## src/hw/rtl/qrs_pkg.sv

```systemverilog
package qrs_pkg;

  localparam int unsigned COEF_W     = 16;
  localparam int unsigned DISC_PAIRS = 18;
  localparam int unsigned MAG_W      = 2 * DISC_PAIRS;
  localparam int unsigned DEN_W      = COEF_W + 1;
  localparam int unsigned LANES      = 3;
  localparam int unsigned KIND_W     = 2;
  localparam int unsigned REAL_W     = 32;
  localparam int unsigned IMAG_W     = 31;

  typedef enum logic [KIND_W-1:0] {
    KIND_TWO_REAL = 2'd0,
    KIND_DOUBLE   = 2'd1,
    KIND_COMPLEX  = 2'd2,
    KIND_A_ZERO   = 2'd3
  } root_kind_e;

endpackage

```

## src/hw/rtl/qrs_sqrt_cell.sv

```systemverilog
module qrs_sqrt_cell #(
  parameter int unsigned ROOT_W = 34,
  parameter int unsigned SIDE_W = 8
) (
  input  logic                            clk_i,
  input  logic                            rst_ni,
  input  logic                            valid_i,
  input  logic [ROOT_W+1:0]               rem_i,
  input  logic [ROOT_W-1:0]               root_i,
  input  logic [qrs_pkg::MAG_W-1:0]       mag_i,
  input  logic [SIDE_W-1:0]               side_i,
  output logic                            valid_o,
  output logic [ROOT_W+1:0]               rem_o,
  output logic [ROOT_W-1:0]               root_o,
  output logic [qrs_pkg::MAG_W-1:0]       mag_o,
  output logic [SIDE_W-1:0]               side_o
);
  import qrs_pkg::*;

  localparam int unsigned REM_W = ROOT_W + 2;

  logic             valid_q;
  logic [REM_W-1:0] rem_q, rem_d, shifted, trial;
  logic [ROOT_W-1:0] root_q, root_d;
  logic [MAG_W-1:0] mag_q;
  logic [SIDE_W-1:0] side_q;

  // one restoring step: bring down the top pair, try 4*root+1
  always_comb begin
    shifted = {rem_i[REM_W-3:0], mag_i[MAG_W-1 -: 2]};
    trial   = {root_i, 2'b01};
    if (shifted >= trial) begin
      rem_d  = shifted - trial;
      root_d = {root_i[ROOT_W-2:0], 1'b1};
    end else begin
      rem_d  = shifted;
      root_d = {root_i[ROOT_W-2:0], 1'b0};
    end
  end

  always_ff @(posedge clk_i or negedge rst_ni) begin
    if (!rst_ni) begin
      valid_q <= 1'b0;
    end else begin
      valid_q <= valid_i;
    end
  end

  always_ff @(posedge clk_i) begin
    rem_q  <= rem_d;
    root_q <= root_d;
    mag_q  <= {mag_i[MAG_W-3:0], 2'b00};
    side_q <= side_i;
  end

  assign valid_o = valid_q;
  assign rem_o   = rem_q;
  assign root_o  = root_q;
  assign mag_o   = mag_q;
  assign side_o  = side_q;

endmodule

```

## config.mk

```make
export PLATFORM = sky130hd
export DESIGN_NAME = qrs_sqrt_cell
export DESIGN_NICKNAME = d
export VERILOG_FILES = /design/src/hw/rtl/qrs_pkg.sv /design/src/hw/rtl/qrs_sqrt_cell.sv
export SDC_FILE = /design/constraint.sdc
export NUM_CORES = 1
export LEC_CHECK = 0
export BUFFER_PORTS_ARGS = -buffer_cell sky130_fd_sc_hd__buf_2
export CAP_MARGIN = 20
export CORE_MARGIN = 4
export CORE_UTILIZATION = 36
export DETAILED_ROUTE_END_ITERATION = 7
export PLACE_DENSITY_LB_ADDON = 0.1
export SETUP_SLACK_MARGIN = 0.1
export SLEW_MARGIN = 20
export SYNTH_ARGS = -nofsm -noshare
export SYNTH_HDL_FRONTEND = slang
export SYNTH_SLANG_ARGS = --single-unit
```

## constraint.sdc

```tcl
create_clock -name clk_i -period 0.8 [get_ports clk_i]
set_input_delay 0.04 -clock clk_i [delete_from_list [all_inputs] [get_ports clk_i]]
set_output_delay 0.04 -clock clk_i [all_outputs]
set_load 0.05 [all_outputs]
```

==> Yosys cells after proc, flatten, opt, wreduce, memory -nomap -nowiden <==
Cells that the tools add are included.
{ "classes": {"add_sub_neg": 1, "mul": 0, "n_div": 0, "n_lt_le_gt_ge": 1, "eq_ne": 0, "n_shift": 0, "muxes": 2, "bitwise_logic": 0, "n_reduce_logical": 0} }
{ "ops": {"columns": ["op", "count"], "rows": [
  ["$ge A36 B36 Y1", 1],
  ["$mux W36", 1],
  ["$sub A36 B36 Y36", 1],
  ["$mux W1", 1]
]} }
{ "word_totals": {"reg_bits": 113, "latch_bits": 0, "mem_bits_rw": 0, "romBits": 0, "in_bits": 117, "output_inout_bits": 115, "word_cells": 9, "n_memories": 0} }

==> Depth between registers and ports, before layout <==
{ "depth": {"depth_word": 2, "ltp_mapped": 14, "ltp_nobuf": 11} }

==> Least setup slack after synthesis <==
No wires, ideal clock.
{ "synth_timing": {"kind": "input to register", "from": "in root_i[6]", "to": "reg rem_q[33], in the netlist rem_o[33]", "setup_ps": 121, "arrival_ps": 2208, "required_ps": 679, "slack_ps": -1529, "path_stages": 13, "path_cell_list": "inv_1 > ha_1 > buf_2 > a21oi_1 > a21o_1 > nand3_2 > o211ai_1 > a211oi_2 > nor2_2 > o21bai_1 > buf_6 > buf_6 > mux2_2"} }
{ "synth_between": {"elab_chain_len": 2} }
{ "synth_rtl": {"columns": ["element", "line_no", "rtl"], "rows": [
  ["start, declared", "qrs_sqrt_cell.sv:9", "input logic [ROOT_W-1:0] root_i,"],
  ["$sub A36 B36 Y36 / $ge A36 B36 Y1 (equally long branches)", "qrs_sqrt_cell.sv:33, qrs_sqrt_cell.sv:32", null],
  ["$mux W36 (*)", "qrs_sqrt_cell.sv:32", "if (shifted >= trial) begin"],
  ["named net rem_d[33]", "qrs_sqrt_cell.sv:23", "logic [REM_W-1:0] rem_q, rem_d, shifted, trial;"],
  ["end signal, assigned", "qrs_sqrt_cell.sv:50", "rem_q <= rem_d;"],
  ["end, declared", "qrs_sqrt_cell.sv:23", null]
]} }
Mark *: on every way through the listed nets, which the timed path passes. The rest lies on a longest branch.

==> Worst setup path in the final report <==
{ "layout_timing": {"from": "in root_i[16]", "to": "reg rem_q[35], in the netlist rem_o[35]"} }
Same word-level chain as after synthesis.

==> impl_metrics.csv <==
group,metric,value,unit
synth,synth_top_cell_area_share,44.61,%
synth,syn-mean-instance-area,10.41,µm²
clock_network,cts.sinks,113,
worst_setup_path,cp_common_cell,"o21ai_2",
worst_hold_path,min_path_cells,3,
worst_setup_path,critPathLaunch,"root_i[16]",
sta,setup_ws,-1.273,ns
worst_hold_path,min_path_type,"primary input to flip-flop",
synth,synth_seq_cells,113,
worst_setup_path,end_kind,"flip-flop",
sta,rsz0062_at_grt,"yes",
global_route,grt-ovfl-total,0,
clock_network,cts_root_buf,"clkbuf_16",
sta,fin_setup_tns,-59.81,ns
floorplan,rows,42,
placement,post-dp-hpwl,11470,µm
flow_run,cap_violations,0,
worst_setup_path,path_buf_inv,2,
global_route,antenna_found_initial,0,
placement,place_congestion,0.8387,
power,fin_total_pwr,23550,µW
synth,seq_area_frac_synth,45.11,%
outcome,violations,"hold timing, setup timing",
worst_setup_path,worstPathRequired,1.09,ns
detailed_routing,vias,5637,
floorplan,dieArea,0.01592,mm²
clock_network,h-tree-depth,4,
layout,final_nets,1111,
global_route,grt_max_degree,17,
detailed_routing,ant_nets,0,
synth,synth_ff_type,"dfxtp_1",
layout,insertedDiodeCount,0,
floorplan,fp.dieW,126.2,µm
power,peakVddDrop,1474,µV
power,power.density,2139,mW/mm²
worst_setup_path,cp_top_family,"compound AO/OA/AOI/OAI gates",
power,p_leak,0.005167,µW
sta,finalCritPeriodShare,259.1,%
worst_setup_path,cpPeakStageDelay,0.39,ns
sta,max_freq,482.4,MHz
synth,synth_cells,483,
layout,final_util,81.82,%
floorplan,die_h,126.2,µm
synth,ys_warn_count,0,
detailed_routing,post-route-drc-count,0,
worst_setup_path,cp_max_fo,2,
synth,async_flop_share,0.8850,%
outcome,status,"finished with violations",
layout,area.growth.synth_to_final,119.0,%
synth,synth_area_leader_cell,"dfxtp_1",
worst_hold_path,hold-path-endpoint,"rem_o[26]",
sta,min_period,2.073,ns
layout,drive_gt1_share,65.19,%
synth,yosysUniqueCellTypes,59,
synth,synth_area_leaders,"dfxtp_1 45%, ha_1 9.0%, mux2_4 7.8%",
global_route,first_global_vias,5939,
detailed_routing,routed_wl,22180,µm
sta,worst_hold_slack,-0.04109,ns
worst_setup_path,worst-setup-path-type,"primary input to flip-flop",
worst_setup_path,arrival,2.36,ns
sta,finalSetupViolCount,150,
synth,synthesis.area,0.005026,mm²
worst_setup_path,crit_chain,"buf_2 > inv_2 > ha_4 > a21o_1 > o21bai_4 > a211oi_2 > o31ai_4 > o21ai_2 > o311ai_4 > o21ai_2 > and4bb_1 > or4_1",
detailed_routing,wl_per_cell,19.34,µm
sta,hold_viol_final,5,
floorplan,io_pins,232,
floorplan,start_util,37.36,%
clock_network,path_clk_slew,0.06,ns
layout,final_cells,1147,
worst_setup_path,slowest_stage,"or4_1",
placement,port_buffers,227,
worst_hold_path,min-delay-start,"rem_i[24]",
synth,synth-edff-count,0,
clock_network,cts_buffer_depth,2,
worst_setup_path,crit_path_start_kind,"primary input",
global_route,grt_pass1_wl,31440,µm
detailed_routing,viasPerCell,4.915,
placement,dp_cells,983,
global_route,grtUsageTotal,24.76,%
detailed_routing,drt-pass1-iter-count,6,
clock_network,cts_tree,"yes",
sta,slew_violations,0,
detailed_routing,drt_iter0_drc,326,
clock_network,cts_buffers,17,
floorplan,core-area,0.01345,mm²
==> final cells by class <==
class,count,area [µm²]
clock buffer,18,439.2
clock inverter,14,177.7
fill,682,2446
inverter,42,177.7
multi-input combinational,312,3095
sequential,113,2406
tap,176,220.2
timing repair buffer,472,4491
==> sequential cells by signal, indices dropped and copies added (netlist names) <==
name	count
mag_o	34
rem_o	36
root_o	34
valid_o	1
side_o	8
==> synth_stat cells (all sizes together), types with 5 or more instances <==
cell	n
clkbuf	5
a211oi	5
nor2b	5
nand4	6
ha	36
mux2	34
o21ai	23
buf	12
a21oi	25
dfxtp	112
nand2	28
nor3	5
nand3	12
o211ai	7
a21o	19
nor2	26
xnor2	22
xor2	11
o21bai	5
inv	42
==> layout by cell type (no fill, tap or decap), drive strengths merged, types with 3 or more instances in the layout <==
cell and count:
mux2i 3, o21bai 5, nor2 26, xor2 11, inv 47, ha 36, clkbuf 19, a21o 19
nand2 28, nor3 5, xnor2 22, nand2b 4, bufinv 3, nor2b 5, dfxtp 112, clkinv 5
buf 364, a211oi 5, a21boi 3, o31ai 3, a21oi 25, o211ai 7, nand3 12, mux2 34
o21ai 23, dlygate4sd3 107, nand4 6
==> kinds of logic after synthesis <==
group           synth area share [%]
mux                            10.16
xor+xnor                       5.750
fa+ha+maj                      8.962
buf+inv                        5.551
simple gates                   10.06
flops                          45.11
compound gates                 14.34
other cells                  0.07461
==> layer usage <==
metal  vias up  GRT usage [%]  routed length, µm
li1       2638              -                  -
met1      2669          28.71               8563
met2       282          44.04              11450
met3        48          6.435               1698
met4         0          8.707                469
met5         -              0                  0
==> worst min-delay path: stages <==
cell    delay, ns
buf_2        0.09
buf_4        0.09
mux2_4       0.12
==> power breakdown <==
group          switching (µW)  internal, µW  total [µW]
combinational            4440          4330        8760
sequential                394          6300        6700
clock                    3050          5030        8080
total                    7880         15700       23500
==> per-stage QoR <==
stage | worst slack [ns] | cell area (µm²)
finish | -1.273 | 11010
global route | -1.382 | 11010
CTS | -1.237 | 10670
detailed placement | -1.756 | 7355
global placement | -1.696 | 7355
floorplan | -1.413 | 5268
==> how the worst max path moves through the flow <==
stage / to / slack (ns) / cells after the start
2_1_floorplan: rem_o[10] / -1.41 / 13
3_3_place_gp: rem_o[33] / -1.70 / 11
3_5_place_dp: rem_o[35] / -1.76 / 11
4_1_cts: rem_o[35] / -1.24 / 12
5_1_grt: rem_o[35] / -1.38 / 13
6_report: rem_o[35] / -1.27 / 12
==> what timing repair did <==
action | in CTS | in global routing
endpoints found under the setup margin | 150 | 150
resized for setup | 466 | 80
pin swaps | 9 | 22
setup buffers | 18 | 6
gates cloned | 3 | 1
endpoints found under the hold margin | 112 | 6
hold buffers | 106 | 1
No activity file was read; power rests on OpenSTA's default activity.
