<file path="src/hw/rtl/qrs_pkg.sv">
package qrs_pkg;

  localparam int unsigned COEF_W     = 16;
  localparam int unsigned DISC_PAIRS = 18;
  localparam int unsigned MAG_W      = 2 * DISC_PAIRS;
  localparam int unsigned DEN_W      = COEF_W + 1;
  localparam int unsigned LANES      = 3;
  localparam int unsigned KIND_W     = 2;
  localparam int unsigned REAL_W     = 32;
  localparam int unsigned IMAG_W     = 31;

  typedef enum logic [KIND_W-1:0] {
    KIND_TWO_REAL = 2'd0,
    KIND_DOUBLE   = 2'd1,
    KIND_COMPLEX  = 2'd2,
    KIND_A_ZERO   = 2'd3
  } root_kind_e;

endpackage

</file>
<file path="src/hw/rtl/qrs_div_cell.sv">
module qrs_div_cell #(
  parameter int unsigned MW     = 35,
  parameter int unsigned SIDE_W = 4
) (
  input  logic                        clk_i,
  input  logic                        rst_ni,
  input  logic                        valid_i,
  input  logic [qrs_pkg::DEN_W-1:0]   den_i,
  input  logic [MW-1:0]               num_i [qrs_pkg::LANES],
  input  logic [qrs_pkg::DEN_W-1:0]   rem_i [qrs_pkg::LANES],
  input  logic [MW-1:0]               quo_i [qrs_pkg::LANES],
  input  logic [SIDE_W-1:0]           side_i,
  output logic                        valid_o,
  output logic [qrs_pkg::DEN_W-1:0]   den_o,
  output logic [MW-1:0]               num_o [qrs_pkg::LANES],
  output logic [qrs_pkg::DEN_W-1:0]   rem_o [qrs_pkg::LANES],
  output logic [MW-1:0]               quo_o [qrs_pkg::LANES],
  output logic [SIDE_W-1:0]           side_o
);
  import qrs_pkg::*;

  logic             valid_q;
  logic [DEN_W-1:0] den_q;
  logic [MW-1:0]    num_q [LANES];
  logic [DEN_W-1:0] rem_q [LANES];
  logic [MW-1:0]    quo_q [LANES];
  logic [SIDE_W-1:0] side_q;
  logic [DEN_W:0]   part  [LANES];
  logic [DEN_W-1:0] rem_d [LANES];
  logic [LANES-1:0] qbit;

  // one quotient bit per lane, all lanes share the divisor
  always_comb begin
    for (int l = 0; l < LANES; l++) begin
      part[l] = {rem_i[l], num_i[l][MW-1]};
      qbit[l] = (part[l] >= {1'b0, den_i});
      rem_d[l] = qbit[l] ? DEN_W'(part[l] - {1'b0, den_i}) : part[l][DEN_W-1:0];
    end
  end

  always_ff @(posedge clk_i or negedge rst_ni) begin
    if (!rst_ni) begin
      valid_q <= 1'b0;
    end else begin
      valid_q <= valid_i;
    end
  end

  always_ff @(posedge clk_i) begin
    den_q  <= den_i;
    side_q <= side_i;
    for (int l = 0; l < LANES; l++) begin
      num_q[l] <= {num_i[l][MW-2:0], 1'b0};
      rem_q[l] <= rem_d[l];
      quo_q[l] <= {quo_i[l][MW-2:0], qbit[l]};
    end
  end

  assign valid_o = valid_q;
  assign den_o   = den_q;
  assign num_o   = num_q;
  assign rem_o   = rem_q;
  assign quo_o   = quo_q;
  assign side_o  = side_q;

endmodule

</file>
<file path="config.mk">
export PLATFORM = sky130hd
export DESIGN_NAME = qrs_div_cell
export DESIGN_NICKNAME = d
export VERILOG_FILES = /design/src/hw/rtl/qrs_pkg.sv /design/src/hw/rtl/qrs_div_cell.sv
export SDC_FILE = /design/constraint.sdc
export NUM_CORES = 1
export LEC_CHECK = 0
export BUFFER_PORTS_ARGS = -buffer_cell sky130_fd_sc_hd__buf_2
export CAP_MARGIN = 40
export CORE_AREA = 2 2 218 220
export CTS_BUF_LIST = sky130_fd_sc_hd__clkbuf_4
export DETAILED_ROUTE_END_ITERATION = 10
export DIE_AREA = 0 0 220 222
export HOLD_SLACK_MARGIN = 0.12
export SLEW_MARGIN = 40
export SYNTH_ARGS = -nofsm -noshare
export SYNTH_HDL_FRONTEND = slang
export SYNTH_SLANG_ARGS = --single-unit
export TNS_END_PERCENT = 100
</file>
<file path="constraint.sdc">
create_clock -name clk_i -period 0.9 [get_ports clk_i]
set_clock_uncertainty 0.2 [all_clocks]
set_input_delay 0.135 -clock clk_i [delete_from_list [all_inputs] [get_ports clk_i]]
set_output_delay 0.135 -clock clk_i [all_outputs]
set_load 0.02 [all_outputs]
</file>
Yosys cells after proc, flatten, opt, wreduce, memory -nomap -nowiden. Index checks and enable logic that the tools add are counted.

Shifts and indexed selects: 0. $add $sub $neg: 3. Equal/unequal tests: 0. Multiplexer cells: 3. Divide/modulo/power cells: 0. Bitwise operators: 0. $lt $le $gt $ge: 3. $mul: 0. Reductions and logical operators: 0.

Operators by type and width (number): $ge 18x17->1 (3); $mux 17 (3); $sub 17x17->17 (3).

Output and inout bits: 283. Memories: 0. Input bits: 285. Word-level logic and storage cells: 21. Register bits after elaboration: 280. ROM bits: 0. RAM bits: 0. Latch bits: 0.

Longest topological paths before layout.
Word-level depth: 2. Gate-level depth with buffers: 12. Mapped depth without buffers: 10.

Worst setup path before layout. OpenSTA, ideal clock, no wires.

Path kind: input to register. Start point: input port num_i[34] in the netlist's numbering. End point: register rem_q (netlist bit rem_o[1]). Data arrival time: 2.183 ns. Stages on the path: 10. Required time: 0.579 ns. Setup slack: -1.604 ns. Library setup time: 0.121 ns. Path through: inv_1 ha_1 inv_1 fa_1 a21o_1 a221o_1 a211oi_2 o21a_2 buf_4 mux2_2.

RTL lines: start, declared (RTL line qrs_div_cell.sv:9) `input logic [MW-1:0] num_i [qrs_pkg::LANES],`; end signal, assigned by index (RTL line qrs_div_cell.sv:54) `rem_q[l] <= rem_d[l];`; end, declared (RTL line qrs_div_cell.sv:25) `logic [DEN_W-1:0] rem_q [LANES];`.

==> summary.md <==
| Metric | Value |
|---|---|
| Result of the run | complete, but fails checks |
| Violated checks | negative hold slack, negative setup slack |
| Drt pass-1 iters | 5 |
| Master of the slowest instance on the critical path | dlygate4sd3_1 |
| Maximum clock rate | ~570 MHz |
| Type of the setup path with the least slack | in2reg |
| Largest area contributor in the netlist | dfxtp_1 |
| Via count | ~11,000 |
| Met1 Routed Length | around 19,000 um |
| Clock Tree Buf Depth | 3 |
| HPWL Detailed | roughly 32,000 um |
| Post-detailed-route wirelength per cell | between 20 and 25 um |
| Cells along the critical path | buf_2, dlygate4sd3_1, ha_4, nand3_2, a211o_4, buf_8, nand2_8, mux2_4 |
| Width of the chip | approximately 220 um |
| Area overhead of the layout relative to synthesis | 151% |
| Top layer used by detailed routing | met5 |
| Final hold slack | -0.738 ns |
| Top cells by count, synth | dfxtp_1 (279), ha_1 (51), nand2_1 (41), a21oi_1 (37), nor2_1 (37) |
| Total count of hold-check failures in the final report | about 70 |
| Endpoint type of the worst setup path | flip-flop |
| GPL Wtd Cong | just under 0.9 |
| Cells on Worst Hold Path | 1 |
| Final std cells w/o fill | approximately 2,700 |
| Die area | 0.0488 mm^2 |
| Hold Path Origin | den_i[3] |
| Floorplan row count | 79 |
| Wirelength, routed | ~54,000 um |
| Pwr per Cell Area | between 1500 and 2000 mW/mm^2 |
| Critical Path Fanout Max | 5 |
| Total routing usage reported by global routing | a little over a fifth |
| Largest stage delay on the critical path | 0.60 ns |
| Worst-case setup slack after placement | -1.78 ns |
| Final setup violating endpoints | between 400 and 500 |
| Kind of start point of the critical path | primary input |
| Remaining antenna violation count after routing | 0 |
| Maximum number of pins on one net before global-route repair | 12 |
| Most frequent cell after synthesis | dfxtp_1 |
| Worst EP arrival | ~2.2 ns |
| Initial antenna violation count | 19 |
| Global-route wire length before repair | around 76,000 um |
| Mean instance size in the synthesized netlist | roughly 12 um^2 |
| Number of buffers inserted by port buffering | between 500 and 600 |
| Met3 routed WL | between 4000 and 5000 um |
| Number of nets in the final layout | ~2,400 |
| Num CTS Buffers | 77 |
| Routed wl met2 | about 27,000 um |
| Worst path required time | about 1.3 ns |
| Remaining DRCs | 0 |
| Endpoint of the worst hold path | den_o[3] |
| Library cells used by synthesis | 70 |
| I/O pin cnt | around 570 |
| Post-layout util | 49.0% |
| Final critical-path required period | between 1.5 and 2 ns |
| Classification of the worst-slack hold path | in2reg |
| RSZ-0062 raised after global routing | yes |
| Clk Tree Root Cell | clkbuf_4 |
| Syn. warnings | 0 |
| Ratio of final minimum period to clock period | 194% |
| Effective utilization at floorplan | between 10% and 20% |
| DP Area | 0.0139 mm^2 |
| Total number of clock tree sinks | 280 |
| Most frequently used flop master after synthesis | dfxtp_1 |
| Number of synthesized register bits | 280 |
| GRT Residual Overflow | 0 |
| Synthesized instance count | ~750 |
| Proportion of synthesized chip area in sequential cells | about 62% |
| MaxCap Viol Count | 0 |
| First DRT Iteration DRCs | ~450 |
| Biggest area contributors in the synthesized netlist | dfxtp_1 (62%), ha_1 (7.1%), mux2_4 (2.5%) |
| Synthesized cell area | about 0.0090 mm^2 |
| Core box area | 0.0463 mm^2 |
| Post-route cell area | 0.0227 mm^2 |
| Post-detailed-route via-to-cell ratio | approximately 4.2 |
| Share of post-route cells with drive strength above 1 | between 60% and 70% |
| TritonCTS clock tree | yes |
| Level count of the clock H-tree | 3 |
| EDFF count, synth | 0 |
| Via count of the first global-routing pass | ~12,000 |
| Fraction of registers with async set or reset after synthesis | 0.357% |
| Leakage power figure | 10.5 nW |
| Clock transition at the registers of the reported paths | 0.08 ns |
| Synth top area share | between 60% and 70% |
| Die outline height | 222 um |
| Worst voltage drop across the vdd grid | between 1 and 1.5 mV |
| Cells after DPL | between 2,000 and 2,500 |
| Post-route setup slack | -0.843 ns |
| Max Transition Viols Final | 0 |
## cell usage in the layout, fill, tap and decap left out, drive strengths merged, types with 11 or more instances in the layout
cell           n
ha            51
clkbuf       104
o21ai         41
a21oi         39
dlygate4sd3  430
xor2          16
xnor2         16
nand4         11
buf          769
inv           30
mux2          34
clkinv        14
diode         16
nor2          37
nand2         44
dfxtp        279
a21o          13
nand3         16
## where the power goes
group,internal [mW],switching [mW],total [mW]
Clock,6.45,5.83,12.3
Sequential,13.6,0.646,14.3
Combinational,6.22,4.81,11.0
Total,26.3,11.3,37.6
## per-stage QoR
| step | TNS [ns] | power (mW) |
|---|---|---|
| detailed placement | -90.09 | 21.1 |
| finish | -227.33 | 37.6 |
| global route | -244.16 | 39.2 |
| floorplan | -70.76 | 17.6 |
| global placement | -87.90 | 21.0 |
| CTS | -248.35 | 36.8 |
## worst max path at each step
stage / from / to / slack (ns)
after floorplan: den_i[1] / rem_o[25] / -1.44
after CTS: rem_o[18] / rem_o[18] / -0.83
final: rem_i[49] / rem_o[43] / -0.84
after detailed placement: den_i[0] / rem_o[42] / -1.78
after global placement: den_i[0] / rem_o[42] / -1.77
after global routing: den_i[3] / rem_o[27] / -0.82
## state kept, by name, summed over array words and instances, names as in the netlist
| signal | flops |
|---|---|
| num_o | 102 |
| quo_o | 105 |
| side_o | 4 |
| rem_o | 51 |
| den_o | 17 |
| valid_o | 1 |
## kinds of logic (layout without fill, tap and decap cells)
family                     after synthesis  in the layout  share of synthesized area, %
and+or+nand+nor                        139            141                          7.32
adders and majority gates               54             54                          7.72
xor gates and xnor gates                32             32                          3.10
muxes                                   39             39                          5.41
other                                    1             19                        0.0415
AOI/OAI and AO/OA                      154            155                          11.5
buffers and inverters                   53           1365                          2.85
DFF                                    280            280                          62.1
## worst max-delay path, delay by kind of cell
kind	cells	cell delay, ns
adders and majority gates	1	0.31
AOI/OAI and AO/OA	1	0.34
muxes	1	0.30
and+or+nand+nor	2	0.23
buffers and inverters	3	0.86
## area by class of cell
cell class                      instances  area [um^2]
Antenna cell                           16         40.0
Clock buffer                          104          781
Clock inverter                         18          180
Fill cell                            3852        23600
Inverter                               35          170
Multi-Input combinational cell        424         3950
Sequential cell                       280         5980
Tap cell                              607          759
Timing Repair Buffer                 1208        10800
## what timing repair did
item / 4_1_cts / 5_1_grt
endpoints found under the setup margin: 334 / 359
hold buffers: 441 / 17
gates cloned: 5 / 0
hold endpoints to repair: 281 / 96
gates resized for setup: 974 / 81
pin swaps: 43 / 39
buffers inserted: 25 / 9
## per-layer routing
| metal | up-vias | global-route usage, % |
|---|---|---|
| met2 | 561 | 36.0 |
| met4 | 6 | 17.3 |
| met1 | 5307 | 20.0 |
| met3 | 216 | 7.53 |
| li1 | 5234 | - |
| met5 | - | 0 |
(Power assumes the default switching activity.)
